$ cat src/hw/rtl/atrp_sqrt_cell.sv
// atrp_sqrt_cell: one result bit of a digit-by-digit integer square root
// standalone, chained by the top level
`timescale 1ns / 1ps
module atrp_sqrt_cell #(
  parameter int QW = 24
) (
  input  logic            clk,
  input  logic            en,
  input  logic [2*QW-1:0] rad_i,
  input  logic [QW+1:0]   rem_i,
  input  logic [QW-1:0]   root_i,
  output logic [2*QW-1:0] rad_o,
  output logic [QW+1:0]   rem_o,
  output logic [QW-1:0]   root_o
);

  logic [QW+3:0] trial;
  logic [QW+3:0] test;
  logic          ge;

  // bring down two radicand bits and try the next root bit
  always_comb begin
    trial = {rem_i, rad_i[2*QW-1 -: 2]};
    test  = {2'b00, root_i, 2'b01};
    ge    = (trial >= test);
  end

  always_ff @(posedge clk) begin
    if (en) begin
      rad_o  <= rad_i << 2;
      rem_o  <= ge ? (QW+2)'(trial - test) : (QW+2)'(trial);
      root_o <= {root_i[QW-2:0], ge};
    end
  end

endmodule

$ cat config.mk
export PLATFORM = sky130hd
export DESIGN_NAME = atrp_sqrt_cell
export DESIGN_NICKNAME = d
export VERILOG_FILES = /design/src/hw/rtl/atrp_sqrt_cell.sv
export SDC_FILE = /design/constraint.sdc
export NUM_CORES = 1
export LEC_CHECK = 0
export BUFFER_PORTS_ARGS = -buffer_cell sky130_fd_sc_hd__buf_2
export CAP_MARGIN = 10
export CORE_ASPECT_RATIO = 1.2
export CORE_MARGIN = 5
export CORE_UTILIZATION = 45
export CTS_CLUSTER_SIZE = 10
export DETAILED_ROUTE_END_ITERATION = 8
export PLACE_DENSITY_LB_ADDON = 0.12
export SKIP_CTS_REPAIR_TIMING = 1
export SLEW_MARGIN = 20
export SYNTH_ARGS = -nofsm -noshare
export SYNTH_HDL_FRONTEND = slang
export SYNTH_SLANG_ARGS = --single-unit
$ cat constraint.sdc
create_clock -name clk -period 3.1 [get_ports clk]
set_input_delay 0.62 -clock clk [delete_from_list [all_inputs] [get_ports clk]]
set_output_delay 0.62 -clock clk [all_outputs]
set_load 0.01 [all_outputs]
Yosys cells after proc, flatten, opt, wreduce, memory -nomap -nowiden
Index checks and enable logic that the tools add are counted.
{ "totals": {"out_inout_bits": 98, "ram_bits": 0, "latchBits": 0, "elab_cells": 6, "n_memories": 0, "ff_bits": 96, "romBits": 0, "input_bits": 100} }
{ "op_classes": {"multipliers": 0, "n_shift": 0, "eq_ne": 0, "muxes": 1, "reduce_logical": 0, "div": 0, "bitwise": 0, "add_sub_neg": 1, "magnitude_cmp": 1} }
{ "op_table": {"columns": ["operator", "count"], "rows": [
  ["$ge 28x26->1", 1],
  ["$mux 26", 1],
  ["$sub 26x26->26", 1]
]} }

Depth between registers and ports, before layout
Gate-level depths: netlist of run 1.
{ "logic_depth": {"depth_word": 2, "depth_mapped": 11, "mapped_depth_nobuf": 10} }

Least setup slack after synthesis of run 1
No wires, ideal clock.
{ "synth_timing": {"path_type": "input -> register", "from": "input root_i[0]", "to": "register rem_o[10] (data pin)", "stages": 11, "setup_ps": 260, "required_ps": 2840, "slack_ps": 223, "n_path_buf": 1, "arrival_time_ps": 2617, "cell_sequence": "inv_1 -> ha_1 -> nand2b_1 -> a211o_1 -> a21oi_2 -> o211ai_2 -> a31oi_2 -> nor2_2 -> o21ai_4 -> buf_12 -> mux2_4"} }
{ "synth_between": {"elab_chain_cells": 2, "word_cells_on_any_way": 3, "cone_classes": "1 x add/sub; 1 x order compare; 1 x mux"} }
{ "synth_rtl": {"columns": ["item", "line", "rtl"], "rows": [
  ["from (decl)", "11", "input logic [QW-1:0] root_i,"],
  ["$sub 26x26->26 or $ge 28x26->1 (tied branches)", "31, 25", null],
  ["$mux 26 (*)", "31", "rem_o <= ge ? (QW+2)'(trial - test) : (QW+2)'(trial);"],
  ["to (signal assigned)", "31", null],
  ["to (decl)", "13", "output logic [QW+1:0] rem_o,"]
]} }
Every way passes the cells marked *; elsewhere a longest branch is shown, timed or not.
A chain may end at the register's enable or synchronous reset.

Final worst setup path of run 1
{ "layout_timing": {"from": "input root_i[0]", "to": "register rem_o[6] (data pin)"} }
Same word-level chain as after synthesis.

==> results of run 1 <==
## layout make-up
class | instances | area (µm²) | area share
clock inverter | 7 | 78.8 | 0.0127
inverter | 30 | 113 | 0.0182
sequential | 96 | 2880 | 0.465
clock buffer | 9 | 225 | 0.0363
timing repair buffer | 204 | 1070 | 0.173
tap | 129 | 161 | 0.0260
multi-input combinational | 214 | 1670 | 0.269
## registers in the layout (all words and copies together), names as in the netlist
| register | flops |
|---|---|
| root_o | 24 |
| rem_o | 26 |
| rad_o | 46 |
## final timing paths
kind | start | to | depth (start not counted)
setup / recovery | root_i[0] | rem_o[6]$_DFFE_PP_ | 12
hold / removal | rad_i[28] | rad_o[30]$_DFFE_PP_ | 1
## cells by family (layout without fill, tap and decap cells)
family,count (synthesis),count (layout)
DFF,96,96
muxes,24,24
and+or+nand+nor,67,67
AOI/OAI and AO/OA,72,72
adders and majority gates,26,26
buffers and inverters,36,250
other,1,2
xor gates and xnor gates,23,23
## routing by layer
metal  wire length (µm)  vias up  GRT usage
li1                   -     1704          -
met2               5650      165      0.299
met3                898        7     0.0516
met1               4680     1625      0.205
met5                  0        -          0
met4                128        0     0.0574
## through the flow
stage / instance area [µm²] / util / total power [mW] / cells
global placement: 5900 / 0.566 / 2.37 / 673
global route: 6200 / 0.595 / 3.63 / 689
CTS: 6200 / 0.595 / 3.51 / 689
floorplan: 4730 / - / 2.08 / 346
finish: 6200 / 0.595 / 3.46 / 689
detailed placement: 5900 / 0.566 / 2.38 / 673
## cell usage in the layout (no fill, tap or decap), drive strengths merged, types with 2 or more instances in the layout
master	n
buf	204
edfxtp	96
inv	32
ha	26
a21oi	22
mux2	22
nand2	21
nor2	18
o21ai	17
xnor2	13
xor2	10
clkbuf	9
a21o	6
nor3	6
a211oi	6
nand2b	3
nor2b	3
o21a	3
and2	3
and3	3
clkinvlp	3
o211ai	3
and4	2
nand4	2
a41oi	2
o21bai	2
mux2i	2
o31ai	2
conb	2
a31oi	2
## power by group through the flow
stage	sequential, mW	clock, mW	combinational [mW]
6_report	1.62	1.11	0.728
5_1_grt	1.63	1.21	0.795
4_1_cts	1.62	1.15	0.736
3_5_place_dp	1.65	0	0.735
3_3_place_gp	1.65	0	0.724
2_1_floorplan	1.73	0	0.352
==> flow_metrics.env, run 1 <==
export IMPL_status="finished clean"
export IMPL_fmaxAchievable_mhz=367
export IMPL_wl_mm=11.4
export IMPL_io_pins=198
export IMPL_start_kind="primary input"
export IMPL_cp_end_kind="flop"
export IMPL_hold_viol=0
export IMPL_rsz0062_at_grt="false"
export IMPL_drc_errors=0
export IMPL_clockBufferDepth=2
export IMPL_path_max_fanout=21
export IMPL_fp_dieW_um=104
export IMPL_power_frac_seq=0.468
export IMPL_cp_arrival_ns=2.81
export IMPL_drtAntennaViolNets=0
export IMPL_yosys_area_share_adder=0.0688
export IMPL_min_path_type="in -> reg"
export IMPL_drt_first_pass_iters=4
export IMPL_synth_top_area_frac=0.610
export IMPL_avgSynthCellArea_um2=13.7
export IMPL_min_period_ns=2.73
export IMPL_grt_max_degree=60
export IMPL_path_buf_inv=3
export IMPL_tns_ns=0
export IMPL_powerDensity_nw_per_um2=558
export IMPL_grt_usage=0.172
export IMPL_peakVddDrop_mv=0.264
export IMPL_grt_pass1_vias=3520
export IMPL_layout_drive_gt1_share=0.443
export IMPL_path_delay_family="compound AO/OA/AOI/OAI gates"
export IMPL_hold_ws_ns=0.460
export IMPL_insertedDiodeCount=0
export IMPL_synth_edf_count=96
export IMPL_dp_slack_ns=0.0153
export IMPL_switching_power_mw=0.889
export IMPL_syn2layout_area_growth_pct=31.2
export IMPL_core_area_um2=10400
export IMPL_max_slew_margin=0.656
export IMPL_fin_crit_sh=0.880
export IMPL_clk_pin_slew_ns=0.07
export IMPL_setup_viol=0
export IMPL_synth_simple_gate_area_frac=0.0696
export IMPL_synth_xor_area_share=0.0426
export IMPL_ys_top_cells_by_area="edfxtp_1 61%, ha_1 6.9%, mux2_4 5.1%, xnor2_1 2.4%, inv_1 2.4%"
export IMPL_syn_area_um2=4730
export IMPL_portBuffers=195
export IMPL_die_h_um=122
export IMPL_finalMaxSlewViolations=0
export IMPL_synth_seq_cells=96
export IMPL_yosysTopAreaCell="edfxtp_1"
export IMPL_cts_buffers=9
export IMPL_die_area_um2=12700
export IMPL_synthArstFlopShare=0
export IMPL_cts_sinks=96
export IMPL_fin_ws_ns=0.372
export IMPL_critPathKind="in -> reg"
export IMPL_synth_warnings=0
export IMPL_synth_top_family_by_area="compound AO/OA/AOI/OAI gates"
export IMPL_cpMaxStageDelayCell="ha_1"
export IMPL_wire_per_inst_um=16.5
export IMPL_p_sw_frac=0.257
export IMPL_yosysUniqueCellTypes=50
export IMPL_cts_root_buffer="clkbuf_16"
export IMPL_htreeDepth=3
export IMPL_overflow=0
export IMPL_maxCapViolCount=0
export IMPL_cp_cell_sequence="buf_2 -> inv_1 -> ha_1 -> nand2b_1 -> a211o_1 -> a21oi_2 -> o211ai_2 -> a31oi_2 -> nor2_2 -> o21ai_4 -> buf_12 -> mux2_2"
export IMPL_nets=681
export IMPL_place_congestion=0.815
export IMPL_grt_pass1_wl_mm=17.5
export IMPL_slowest_delay_ns=0.37
export IMPL_n_fill_cell=864
export IMPL_yosysMostFrequentCell="edfxtp_1"
export IMPL_internal_power_mw=2.57
export IMPL_synth_seq_area_share=0.610
export IMPL_tritoncts="yes"
export IMPL_vias=3501
export IMPL_drt_initial_drc_count=138
export IMPL_row_count=41
export IMPL_syn_inst=345
export IMPL_start_util=0.454
export IMPL_synthFlopType="edfxtp_1"
export IMPL_routed_via_density=5.08
export IMPL_p_comb_frac=0.210
export IMPL_clkPwrFrac=0.322
export IMPL_synth_common_cells="96 x edfxtp_1, 30 x inv_1, 26 x ha_1"
export IMPL_power_leakage_nw=2.84
export IMPL_dp_hpwl_mm=9.07
export IMPL_synthMuxAreaShare=0.0694
export IMPL_required_ns=3.18
export IMPL_worstMarginPinSlew_ns=0.516
export IMPL_grt_antenna_before_repair=0
export IMPL_synth_compound_area_frac=0.101
Power figures use the tool's default switching activity.
==> inputs of run 2 (changes only) <==
--- a/config.mk
+++ b/config.mk
@@ -7,9 +7,11 @@
 export LEC_CHECK = 0
 export BUFFER_PORTS_ARGS = -buffer_cell sky130_fd_sc_hd__buf_2
 export CAP_MARGIN = 10
+export CELL_PAD_IN_SITES_DETAIL_PLACEMENT = 0
+export CELL_PAD_IN_SITES_GLOBAL_PLACEMENT = 1
 export CORE_ASPECT_RATIO = 1.2
 export CORE_MARGIN = 5
-export CORE_UTILIZATION = 45
+export CORE_UTILIZATION = 37
 export CTS_CLUSTER_SIZE = 10
 export DETAILED_ROUTE_END_ITERATION = 8
 export PLACE_DENSITY_LB_ADDON = 0.12
==> run 2 against run 1 <==
Net effect: final cell count is 6.2% higher; clock power hardly changed; via count is 1.1% lower; power is 0.61% lower; highest routed layer is now met5; hold slack worse by 0.0091 ns; clock-buffer cell count is 1 higher; routed wire length is 1.3% higher.
==> flow_metrics.env, run 2 (synthesized netlist as in run 1, its figures left out) <==
export IMPL_internal_power_mw=2.52
export IMPL_mostFrequentLayoutCells="194 x buf_2, 96 x edfxtp_1, 30 x inv_1"
export IMPL_required_ns=3.20
export IMPL_grt_pass1_vias=3557
export IMPL_die_area_um2=15100
export IMPL_row_count=45
export IMPL_maxCapViolCount=0
export IMPL_grt_max_degree=66
export IMPL_routed_via_density=4.73
export IMPL_grt_pass1_wl_mm=18.0
export IMPL_holdPathStages=1
export IMPL_critPathKind="in -> reg"
export IMPL_final_common_cell="buf_2"
export IMPL_syn2layout_area_growth_pct=33.4
export IMPL_n_fill_cell=1239
export IMPL_path_max_fanout=12
export IMPL_routed_wl_met3_um=945
export IMPL_insertedDiodeCount=0
export IMPL_grt_usage=0.148
export IMPL_layout_drive_gt1_share=0.451
export IMPL_rsz0062_at_grt="false"
export IMPL_tns_ns=0
export IMPL_cts_sinks=96
export IMPL_dp_hpwl_mm=9.26
export IMPL_tritoncts="yes"
export IMPL_grt_antenna_before_repair=1
export IMPL_portBuffers=195
export IMPL_drt_first_pass_iters=4
export IMPL_powerDensity_nw_per_um2=546
export IMPL_multi_input_area_um2=1670
export IMPL_min_from="rad_i[17]"
export IMPL_wire_per_inst_um=15.7
export IMPL_die_h_um=134
export IMPL_wl_mm=11.5
export IMPL_hold_end="rad_o[19]$_DFFE_PP_"
export IMPL_fp_dieW_um=113
export IMPL_power_leakage_nw=2.89
export IMPL_largest_reg_flops=46
export IMPL_vias=3463
export IMPL_fmaxAchievable_mhz=366
export IMPL_regArea_um2=2880
export IMPL_power_frac_seq=0.471
export IMPL_clkPwrFrac=0.315
export IMPL_cp_end_kind="flop"
export IMPL_nets=689
export IMPL_wl_met1_mm=4.75
export IMPL_reg_top3="rad_o (46), rem_o (26), root_o (24)"
export IMPL_start_util=0.375
export IMPL_drtAntennaViolNets=0
export IMPL_io_pins=198
export IMPL_hold_viol=0
export IMPL_drt_initial_drc_count=178
export IMPL_p_sw_frac=0.269
export IMPL_wl_met2_mm=5.68
export IMPL_placed_cell_area_um2=6010
export IMPL_fin_crit_sh=0.881
export IMPL_finalMaxSlewViolations=0
export IMPL_status="finished clean"
export IMPL_htreeDepth=3
export IMPL_cp_arrival_ns=2.83
export IMPL_clockBufferDepth=2
export IMPL_switching_power_mw=0.924
export IMPL_drc_errors=0
export IMPL_start_kind="primary input"
export IMPL_clk_pin_slew_ns=0.07
export IMPL_min_path_type="in -> reg"
export IMPL_overflow=0
export IMPL_place_congestion=0.818
export IMPL_core_area_um2=12600
export IMPL_min_period_ns=2.73
export IMPL_peakVddDrop_mv=0.319
export IMPL_top_register="rad_o"
export IMPL_cts_buffers=9
export IMPL_cts_root_buffer="clkbuf_16"
export IMPL_p_comb_frac=0.214
export IMPL_fin_area_um2=6300
export IMPL_routed_top_layer="met5"
export IMPL_setup_viol=0
==> run 2: cell types whose count changed in the layout (fill, tap and decap cells not counted), sizes merged <==
cell      delta
buf          +8
bufinv       -1
clkbuf       +1
clkinv       +3
clkinvlp     -3
==> run 2: final cells by class <==
class,count,area share
clock buffer,10,0.0363
multi-input combinational,214,0.265
tap,164,0.0325
inverter,30,0.0179
clock inverter,6,0.00992
timing repair buffer,212,0.181
sequential,96,0.457
==> run 2: routing by layer <==
| layer | global-route usage | up-vias |
|---|---|---|
| met3 | 0.0388 | 8 |
| met1 | 0.179 | 1601 |
| met2 | 0.263 | 141 |
| li1 | - | 1711 |
| met4 | 0.0387 | 2 |
| met5 | 0 | - |
==> run 2: critical path, cell delays in order <==
cell and delay (ns):
buf_2 0.09, inv_1 0.03, ha_1 0.36, nand2b_1 0.10
a211o_1 0.30, a21oi_2 0.18, o211ai_2 0.11, a31oi_2 0.20
nor2_2 0.08, o21ai_4 0.23, buf_12 0.19, mux2_2 0.34
==> run 2: power groups by stage <==
stage	logic, mW	clock network [mW]	registers [mW]
4_1_cts	0.751	1.13	1.62
5_1_grt	0.811	1.18	1.63
6_report	0.737	1.08	1.62
3_5_place_dp	0.749	0	1.65
3_3_place_gp	0.743	0	1.65
2_1_floorplan	0.352	0	1.73
==> run 2: how the worst max path moves through the flow <==
stage	startpoint	end	slack, ns
finish	root_i[0]	rem_o[4]$_DFFE_PP_	0.37
global route	root_i[0]	rem_o[5]$_DFFE_PP_	0.22
floorplan	root_i[0]	rem_o[10]$_DFFE_PP_	0.22
global placement	root_i[0]	rem_o[2]$_DFFE_PP_	0.07
detailed placement	root_i[0]	rem_o[4]$_DFFE_PP_	0.0006
CTS	root_i[0]	rem_o[4]$_DFFE_PP_	0.37
==> run 2: through the flow <==
stage	setup slack (ns)	total power [mW]	cells	util	hold slack, ns
2_1_floorplan	0.223	2.08	346	-	0.719
3_3_place_gp	0.0709	2.39	716	0.477	0.797
3_5_place_dp	0.000573	2.40	716	0.477	0.798
4_1_cts	0.369	3.50	732	0.500	0.437
5_1_grt	0.217	3.62	732	0.500	0.433
6_report	0.368	3.44	732	0.500	0.451
