### config.mk
export PLATFORM = sky130hd
export DESIGN_NAME = atrp_cordic_cell
export DESIGN_NICKNAME = d
export VERILOG_FILES = /design/src/hw/rtl/atrp_pkg.sv /design/src/hw/rtl/atrp_cordic_cell.sv
export SDC_FILE = /design/constraint.sdc
export NUM_CORES = 1
export LEC_CHECK = 0
export BUFFER_PORTS_ARGS = -buffer_cell sky130_fd_sc_hd__buf_2
export CAP_MARGIN = 20
export CORE_MARGIN = 1.5
export CORE_UTILIZATION = 50
export CTS_CLUSTER_DIAMETER = 120
export DETAILED_ROUTE_END_ITERATION = 8
export GPL_TIMING_DRIVEN = 0
export PLACE_DENSITY = 0.77
export RECOVER_POWER = 100
export SLEW_MARGIN = 20
export SYNTH_ARGS = -nofsm -noshare
export SYNTH_HDL_FRONTEND = slang
export SYNTH_SLANG_ARGS = --single-unit
### constraint.sdc
create_clock -name clk -period 11.67 [get_ports clk]
set_clock_uncertainty 0.1 [all_clocks]
set_input_delay 0.5835 -clock clk [delete_from_list [all_inputs] [get_ports clk]]
set_output_delay 0.5835 -clock clk [all_outputs]
set_load 0.1 [all_outputs]
### src/hw/rtl/atrp_pkg.sv
// atrp_pkg: shared constants and the arctangent table for the tilt block
// no dependencies
`timescale 1ns / 1ps
package atrp_pkg;

  // fixed-point constants of the angle datapath
  localparam int ANG_FRAC    = 30;
  localparam int ZW          = 35;
  localparam int PRE_SHIFT   = 8;
  localparam int GUARD_SHIFT = 16;
  localparam logic [15:0] MU_RESET = 16'd655;
  localparam logic signed [ZW-1:0] PI_Q30  = 35'sd3373259426;
  localparam logic signed [ZW-1:0] HPI_Q30 = 35'sd1686629713;

  // atan(2^-i) in q30, truncated, but rounded for i = 27 to 30
  function automatic logic [31:0] atan_q30(input int unsigned i);
    logic [31:0] v;
    case (i)
      0:  v = 32'h3243F6A8;
      1:  v = 32'h1DAC6705;
      2:  v = 32'h0FADBAFC;
      3:  v = 32'h07F56EA6;
      4:  v = 32'h03FEAB76;
      5:  v = 32'h01FFD55B;
      6:  v = 32'h00FFFAAA;
      7:  v = 32'h007FFF55;
      8:  v = 32'h003FFFEA;
      9:  v = 32'h001FFFFD;
      10: v = 32'h000FFFFF;
      11: v = 32'h0007FFFF;
      12: v = 32'h0003FFFF;
      13: v = 32'h0001FFFF;
      14: v = 32'h0000FFFF;
      15: v = 32'h00007FFF;
      16: v = 32'h00003FFF;
      17: v = 32'h00001FFF;
      18: v = 32'h00000FFF;
      19: v = 32'h000007FF;
      20: v = 32'h000003FF;
      21: v = 32'h000001FF;
      22: v = 32'h000000FF;
      23: v = 32'h0000007F;
      24: v = 32'h0000003F;
      25: v = 32'h0000001F;
      26: v = 32'h0000000F;
      27: v = 32'h00000008;
      28: v = 32'h00000004;
      29: v = 32'h00000002;
      30: v = 32'h00000001;
      default: v = 32'h00000000;
    endcase
    return v;
  endfunction

endpackage

### src/hw/rtl/atrp_cordic_cell.sv
// atrp_cordic_cell: one vectoring cordic micro-rotation with angle accumulate
// depends on atrp_pkg for the arctangent table
`timescale 1ns / 1ps
module atrp_cordic_cell
  import atrp_pkg::*;
#(
  parameter int XW  = 43,
  parameter int IDX = 0
) (
  input  logic                 clk,
  input  logic                 en,
  input  logic signed [XW-1:0] x_i,
  input  logic signed [XW-1:0] y_i,
  input  logic signed [ZW-1:0] z_i,
  output logic signed [XW-1:0] x_o,
  output logic signed [XW-1:0] y_o,
  output logic signed [ZW-1:0] z_o
);

  localparam logic signed [ZW-1:0] ANG = ZW'(atan_q30(IDX));

  // rotate toward the x axis, clockwise when y is not negative
  always_ff @(posedge clk) begin
    if (en) begin
      if (!y_i[XW-1]) begin
        x_o <= x_i + (y_i >>> IDX);
        y_o <= y_i - (x_i >>> IDX);
        z_o <= z_i + ANG;
      end else begin
        x_o <= x_i - (y_i >>> IDX);
        y_o <= y_i + (x_i >>> IDX);
        z_o <= z_i - ANG;
      end
    end
  end

endmodule

[After elaboration in Yosys (flattened, before gate mapping)]
Cells that the tools add are included.
Word-level totals
  register bits: 121
  input bits: 123
Cells by class
  multiplexer cells: 3
  $add $sub $neg: 5
Operators by type and width (number)
  43-bit 2-to-1 mux: 2
  43-bit subtractor: 2
  43-bit adder: 1
  35-bit by 31-bit adder with 35-bit output (second input constant): 1
  35-bit 2-to-1 mux: 1
  35-bit by 31-bit subtractor with 35-bit output (second input constant): 1

[Depth between registers and ports, before layout]
Gate-level depths: netlist of run 1.
  word-level depth: 2
  mapped depth: 14
  depth with buffers taken out: 12

[Worst setup path before layout of run 1]
Ideal clock, no wire load.
  path type: input to register
  start point: input port y_i[42]
  end point: register z_o[33] (data pin)
  required time: 11.308 ns
  stages: 14
  setup slack: 7.404 ns
  library setup time: 0.262 ns
  arrival: 3.905 ns
  cells stage by stage: clkbuf_1 -> inv_1 -> clkbuf_1 -> buf_1 -> ha_1 -> nor2b_1 -> o31a_1 -> o311a_1 -> o211ai_1 -> a21boi_1 -> nor3b_1 -> o41ai_2 -> o21ai_1 -> xor2_1
On the way
  cells in the longest elaborated chain, start to end: 1
RTL lines
  start, declared: RTL line atrp_cordic_cell.sv:13  | input logic signed [XW-1:0] y_i,
  35-bit 2-to-1 mux: RTL line atrp_cordic_cell.sv:25  | if (!y_i[XW-1]) begin
  end signal, assigned: RTL line atrp_cordic_cell.sv:28  | z_o <= z_i + ANG;
  end signal, assigned: RTL line atrp_cordic_cell.sv:32  | z_o <= z_i - ANG;
  end, declared: RTL line atrp_cordic_cell.sv:17  | output logic signed [ZW-1:0] z_o
No other way between the ends.
A chain may end at the register's enable or synchronous reset.

[Worst setup path in the final report of run 1]
Ends and elaborated chain as after synthesis.

==> results of run 1 <==
-- kinds of logic after synthesis --
logic type               synth area share, %
XOR/XNOR                               6.936
multiplexers                           2.210
AND/OR/NAND/NOR                        15.24
AO/OA/AOI/OAI                          26.46
adder cells (fa/ha/maj)                15.47
flip-flops                             27.44
buffers and inverters                  6.240
-- critical path: stages --
cell      delay, ps
clkbuf_1        450
clkbuf_1        340
inv_1           270
clkbuf_1        520
clkbuf_1       1420
ha_1            490
nor2b_1         170
o31a_1          270
o311a_1         350
o211ai_1        280
a21boi_0        290
nor3b_1         230
o41ai_1         560
o21ai_0         200
xor2_1          170
-- layer usage --
| metal | wire length (um) | up-vias | track usage (%) |
|---|---|---|---|
| li1 | - | 6316 | - |
| met1 | 20040 | 6436 | 45.61 |
| met2 | 21910 | 791 | 57.09 |
| met3 | 4417 | 156 | 6.319 |
| met4 | 2395 | 2 | 17.53 |
| met5 | 13 | - | 0 |
-- per-stage QoR --
stage | instances | total power [mW] | worst slack, ps | instance area (sq um)
floorplan | 1583 | 1.536 | 7404 | 13130
global placement | 2161 | 1.791 | 5464 | 14770
detailed placement | 2162 | 1.796 | 6117 | 14800
CTS | 2194 | 2.359 | 6563 | 15390
global route | 2196 | 2.438 | 4856 | 15180
finish | 2196 | 2.355 | 5123 | 15180
-- registers in the layout, summed over array words and instances, names as in the netlist --
name	cells
z_o	35
y_o	42
x_o	43
-- final cells by class --
| class | instances | area share (%) |
|---|---|---|
| clock inverter | 15 | 1.088 |
| timing repair buffer | 244 | 6.997 |
| sequential | 120 | 23.73 |
| antenna | 2 | 0.03297 |
| clock buffer | 17 | 2.802 |
| multi-input combinational | 1257 | 57.19 |
| tap | 335 | 2.761 |
| buffer | 65 | 1.904 |
| inverter | 141 | 3.486 |
-- placed cells by master (no fill, tap or decap), types with 29 or more instances in the layout --
cell type and instances:
buf_2 139, inv_1 137, nor2_1 130, mux2i_1 29, edfxtp_1 120, a21o_1 37, o21ai_0 118, a21oi_1 196
ha_1 156, nor3_1 38, o21bai_1 29, nand3_1 30, clkbuf_1 164, nand2_1 90, xnor2_1 92
-- final timing paths --
check	from	endpoint	depth (start not counted)
hold / removal	z_i[2]	z_o[2]	1
setup / recovery	y_i[42]	z_o[33]	15
-- Yosys cell counts, drive strengths merged (15+ instances only) --
| cell | number |
|---|---|
| buf | 35 |
| nand4 | 28 |
| nor2 | 130 |
| nand3 | 30 |
| nor3 | 39 |
| a21o | 37 |
| a211oi | 17 |
| a21oi | 197 |
| clkbuf | 30 |
| o21bai | 29 |
| o21a | 21 |
| a31oi | 21 |
| nand2 | 90 |
| xnor2 | 92 |
| ha | 156 |
| o21ai | 124 |
| inv | 139 |
| nor2b | 21 |
| mux2i | 29 |
| edfxtp | 120 |
| o31ai | 21 |
| o211ai | 15 |
-- where the power goes --
group	switching [mW]	leakage [nW]	total, mW	internal, mW
Sequential	0.0195	1.17	0.594	0.575
Clock	0.245	0.285	0.564	0.320
Combinational	0.948	5.02	1.20	0.248
==> flow_summary.toml, run 1 <==
[detailed_routing]
num_vias = 13701
drtAntennaViolNets = 0
drtIter0Drc = 1445
wl_per_cell_um = 22.21
routed_via_density = 6.239
drc_errors = 0
drt-total-wl_um = 48780
firstDrtPassIters = 9

[synth]
ys_ff_latch = 120
ys_async_sr_fraction_pct = 0
syn-instance-count = 1583
yosys.area.top_type = "edfxtp_1"
synth_area_leaders = "edfxtp_1 (27%), ha_1 (15%), a21oi_1 (7.4%)"
yosys_warnings = 0
ys.flop_type = "edfxtp_1"
yosysSeqAreaShare_pct = 27.44
synth_cell_types = 81
syn_area_sq_mm = 0.01313
synth_area_per_cell_sq_um = 8.296
synth-edff-count = 120
synth_nets = 1866
synth_top_area_share_pct = 27.44

[pwr]
ir_worst_vdd_v = 0.0001216
p_leak_nw = 6.478
powerDensity_mw_per_mm2 = 155.1

[cts]
postCtsSetupBuffers = 0
cts.sinks = 120
post_cts_resized = 0
path_clk_slew_ps = 70
holdBufCountCts = 0
root_buffer = "clkbuf_16"
cts_tree = "yes"
cts_made_buffers = 17
cts_max_level = 4
clockBufferDepth = 2

[setup_path]
end_kind = "register"
worstSetupPathType = "in2reg"
cp.arrival_ps = 6630
crit_fanout = 24
worstPathRequired_ps = 11760
startpoint_type = "input port"

[flow_run]
max_cap_viol_count = 3

[sta]
fin_crit_ps = 6547
rsz0062_at_grt = "false"
fin_setup_tns_ps = 0
timing.fmax_ghz = 0.1527
slew_headroom_pct = -163.8
finalCritPeriodShare_pct = 56.11
tightest_slew_ps = 3957
setup_viol = 0
whs_ps = 215.9
report.final.slew_viol_count = 148
hold_viol = 0

[final_layout]
n_fill_cell = 2500
multi_input_area_sq_mm = 0.008683
nNetsFinal = 2129
register_area_sq_mm = 0.003603
area_delta_synth_final_pct = 15.61
utilization_pct = 58.59
drive_above_1_share_pct = 10.87

[global_routing]
overflow = 0
grt_pass1_vias = 13266
grt_max_degree = 75
grt_pass1_wl_um = 73400
grt_usage_pct = 35.43
antenna_found_initial = 3

[die]
die_w_um = 165.1
rows = 59
initial_core_util_pct = 50.68
ioPinCount = 244
die_h_um = 165.1
dieArea_sq_mm = 0.02725
core_area_sq_mm = 0.02591

[place]
portBuffers = 243
post-dp-hpwl_um = 38270
globalplace.congestion = 0.9971

[status]
failed_checks = "max-capacitance violations, max-slew violations"
status = "complete, but fails checks"

[min_path]
hold_path_class = "in2reg"
No activity file was read; power rests on OpenSTA's default activity.
==> inputs of run 2 (changes only) <==
PLACE_DENSITY = 0.8   (was 0.77)
clock period = 5.4 ns   (was 11.67 ns; I/O delays follow)
==> run 2 against run 1 <==
Net effect:
- the run still ends with max-capacitance violations, max-slew violations left
- global-route usage decreased by 0.66 points
- routed wire length shrank 1.9%
- first-iteration DRC count is 12% higher
- clock power increased by 110%
- sequential cell count unchanged
- design area rose by 0.16%
- power is 110% higher
- sequential power increased by 120%
- highest routed layer is now met4
==> flow_summary.toml, run 2 (synthesized netlist as in run 1, its figures left out) <==
[status]
status = "complete, but fails checks"
failed_checks = "max-capacitance violations, max-slew violations"

[place]
preCtsSetupSlack_ps = 272.8
globalplace.congestion = 1.008
portBuffers = 243
post-dp-hpwl_um = 38100

[global_routing]
grt_pass1_wl_um = 72020
grt_pass1_vias = 13157
overflow = 0
grt_max_degree = 70
antenna_found_initial = 1
grt_usage_pct = 34.77

[setup_path]
worstSetupPathType = "in2reg"
end_kind = "register"
cp-startpoint = "y_i[42]"
startpoint_type = "input port"
worstPathRequired_ps = 5480
cp-endpoint = "z_o[33]"
crit_fanout = 24
cp.arrival_ps = 4960

[pwr]
p_leak_nw = 6.480
ir_worst_vdd_v = 0.0002192
powerDensity_mw_per_mm2 = 331.5

[die]
core_area_sq_mm = 0.02591
initial_core_util_pct = 50.68
rows = 59
die_w_um = 165.1
ioPinCount = 244
die_h_um = 165.1
dieArea_sq_mm = 0.02725

[final_layout]
n_fill_cell = 2482
drive_above_1_share_pct = 11.01
multi_input_area_sq_mm = 0.008695
largest_reg_flops = 43
top_register = "x_o"
largest_registers = "x_o (43), y_o (42), z_o (35)"
final_cell_mix = "a21oi_1 (195), clkbuf_1 (163), ha_1 (156)"
register_area_sq_mm = 0.003603
nNetsFinal = 2132
final_common_cell = "a21oi_1"
area_delta_synth_final_pct = 15.79

[cts]
cts_tree = "yes"
clockBufferDepth = 2
postCtsSetupBuffers = 0
root_buffer = "clkbuf_16"
cts_made_buffers = 17
cts_max_level = 4
holdBufCountCts = 3
cts.sinks = 120
path_clk_slew_ps = 60
post_cts_resized = 0

[detailed_routing]
drc_errors = 0
num_vias = 13511
drtIter0Drc = 1624
drt-total-wl_um = 47850
routed_via_density = 6.144
drtAntennaViolNets = 0
wl_per_cell_um = 21.76
firstDrtPassIters = 8

[sta]
rsz0062_at_grt = "false"
fin_crit_ps = 4884
whs_ps = 48.77
setup_viol = 0
tightest_slew_ps = 2711
timing.fmax_ghz = 0.2047
fin_ws_ps = 515.9
hold_viol = 0
report.final.slew_viol_count = 123
slew_headroom_pct = -80.71
finalCritPeriodShare_pct = 90.45

[min_path]
hold_path_class = "in2reg"
hold_start = "z_i[3]"

[flow_run]
max_cap_viol_count = 2
-- run 2: how the worst min path moves through the flow --
stage / cells after the start / to
2_1_floorplan: 0 / z_o[0]
3_3_place_gp: 1 / z_o[0]
3_5_place_dp: 1 / z_o[1]
4_1_cts: 2 / z_o[3]
5_1_grt: 2 / z_o[3]
6_report: 2 / z_o[3]
-- run 2: final cells by class --
| type | count | area share (%) |
|---|---|---|
| Antenna cell | 2 | 0.03291 |
| Buffer | 65 | 1.860 |
| Sequential cell | 120 | 23.70 |
| Multi-Input combinational cell | 1257 | 57.18 |
| Timing Repair Buffer | 247 | 7.192 |
| Inverter | 141 | 3.481 |
| Tap cell | 335 | 2.757 |
| Clock buffer | 18 | 2.822 |
| Clock inverter | 14 | 0.9792 |
-- run 2: routing by layer --
layer  vias up  share of wire (%)  global-route usage [%]
met4         0                3.9                   15.03
met3       117                9.7                   6.768
met5         -                  0                       0
met1      6341                 41                   44.86
met2       749                 45                   56.49
li1       6304                  -                       -
-- run 2: power breakdown --
group          internal, mW  switching, mW  leakage, nW
Clock                 0.681          0.494        0.274
Sequential             1.24         0.0420         1.17
Combinational         0.538           2.04         5.03
-- run 2: critical path, cell delays in order --
cell,delay (ps)
buf_2,260
clkbuf_1,250
inv_1,250
clkbuf_1,470
buf_2,720
ha_1,390
nor2b_1,160
o31a_1,280
o311a_1,350
o211ai_1,260
a21boi_0,280
nor3b_1,240
o41ai_2,430
o21ai_0,170
xor2_1,160
-- run 2: through the flow --
| step | utilization (%) | power (mW) | cells | area, sq um | TNS [ps] |
|---|---|---|---|---|---|
| after detailed placement | 57.13 | 3.881 | 2162 | 14800 | 0 |
| final | 58.68 | 5.040 | 2199 | 15210 | 0 |
| after global routing | 58.68 | 5.225 | 2198 | 15200 | 0 |
| after floorplan | - | 3.320 | 1583 | 13130 | 0 |
| after CTS | 59.48 | 5.060 | 2197 | 15410 | 0 |
| after global placement | 56.99 | 3.864 | 2161 | 14770 | -1881 |
==> inputs of run 3 (changes only) <==
BUFFER_PORTS_ARGS = not set   (was -buffer_cell sky130_fd_sc_hd__buf_2)
DONT_BUFFER_PORTS = 1   (was not set)
PLACE_DENSITY = 0.72   (was 0.8)
==> run 3 against run 2 <==
Net effect:
- global-route usage shrank 0.36 points
- sequential cell count is the same
- critical endpoint unchanged
- utilization shrank 4.1 points
- clock-buffer cell count is the same
- non-clock buffer count shrank 240
- the flow still finishes with violations (max-capacitance violations, max-slew violations)
- worst setup slack gained 290 ps
- critical path depth is the same
- critical path type unchanged
==> flow_summary.toml, run 3 (synthesized netlist as in run 1, its figures left out) <==
[status]
status = "complete, but fails checks"
failed_checks = "max-capacitance violations, max-slew violations"

[global_routing]
overflow = 0
grt_pass1_vias = 12217
grt_use_met3_pct = 8.691
grt_util_met2_pct = 54.66
grt_max_degree = 121
antenna_found_initial = 1
grt_usage_pct = 34.41
grt.busiest_layer = "met2"
met1_usage_pct = 43.82
grt_pass1_wl_um = 70770

[cts]
cts.sinks = 120
clockBufferDepth = 2
cts_tree = "yes"
cts_max_level = 4
postCtsSetupBuffers = 0
root_buffer = "clkbuf_16"
holdBufCountCts = 6
path_clk_slew_ps = 60
cts_made_buffers = 17
post_cts_resized = 0

[detailed_routing]
drtAntennaViolNets = 0
num_vias = 12740
firstDrtPassIters = 5
wl_per_cell_um = 24.34
routed_via_density = 6.507
drc_errors = 0
drt-total-wl_um = 47660
drtIter0Drc = 1464

[final_layout]
nNetsFinal = 1892
top_register = "x_o"
drive_above_1_share_pct = 5.302
final_common_cell = "a21oi_1"
largest_reg_flops = 43
final_cell_mix = "a21oi_1 (195), ha_1 (156), inv_1 (137)"
largest_registers = "x_o (43), y_o (42), z_o (35)"
area_delta_synth_final_pct = 7.756
utilization_pct = 54.61

[flow_run]
max_cap_viol_count = 1

[die]
initial_core_util_pct = 50.68
core_area_sq_mm = 0.02591
ioPinCount = 244
die_w_um = 165.1
dieArea_sq_mm = 0.02725
rows = 59
die_h_um = 165.1

[pwr]
powerDensity_mw_per_mm2 = 343.6
total_power_mw = 4.863
ir_worst_vdd_v = 0.0002016
p_leak_nw = 5.869

[sta]
finalCritPeriodShare_pct = 85.00
setup_viol = 0
whs_ps = 24.93
hold_viol = 0
tightest_slew_ps = 3026
rsz0062_at_grt = "false"
slew_headroom_pct = -101.7
timing.fmax_ghz = 0.2179
report.final.slew_viol_count = 121
fin_crit_ps = 4590

[min_path]
hold_path_class = "in2reg"

[setup_path]
cp.arrival_ps = 4660
worstSetupPathType = "in2reg"
crit_fanout = 22
worstPathRequired_ps = 5470
startpoint_type = "input port"
end_kind = "register"

[place]
post-dp-hpwl_um = 37290
globalplace.congestion = 1.004
portBuffers = 0
-- run 3: power by group --
part | internal [mW] | switching, mW
registers | 1.26 | 1.17
clock network | 0.635 | 0.497
logic | 0.456 | 0.846
-- run 3: critical path, stage by stage --
cell	delay, ps
clkbuf_1	170
inv_1	280
clkbuf_1	500
clkbuf_1	400
buf_12	260
ha_1	300
nor2b_1	160
o31a_1	270
o311a_1	340
o211ai_1	280
a21boi_0	260
nor3b_1	220
o41ai_1	540
o21ai_0	190
xor2_1	190
-- run 3: final timing paths --
path,from,end,cells past startpoint,slack [ps]
setup / recovery,y_i[42],z_o[33],15,810
hold / removal,y_i[0],x_o[0],2,20
-- run 3: stage by stage --
stage | setup slack (ps) | setup TNS (ps) | cell area [sq um] | cells
after global routing | 661.9 | 0 | 14150 | 1957
after CTS | 1350 | 0 | 14200 | 1957
after detailed placement | 902.9 | 0 | 13570 | 1919
after global placement | -171.4 | -175.2 | 13550 | 1918
after floorplan | 1447 | 0 | 13130 | 1583
final | 810.3 | 0 | 14150 | 1958
-- run 3: final cells by class --
cell class / count / area (sq um)
Antenna cell: 1 / 2.502
Buffer: 65 / 281.5
Clock buffer: 18 / 429.2
Clock inverter: 14 / 123.9
Fill cell: 2488 / 11760
Inverter: 141 / 529.3
Multi-Input combinational cell: 1257 / 8687
Sequential cell: 120 / 3603
Tap cell: 335 / 419.2
Timing Repair Buffer: 7 / 75.07
-- run 3: routing by layer --
metal / up-vias / wire length, um
li1: 5831 / -
met1: 6035 / 19290
met2: 759 / 21420
met3: 115 / 5015
met4: 0 / 1927
met5: - / 0
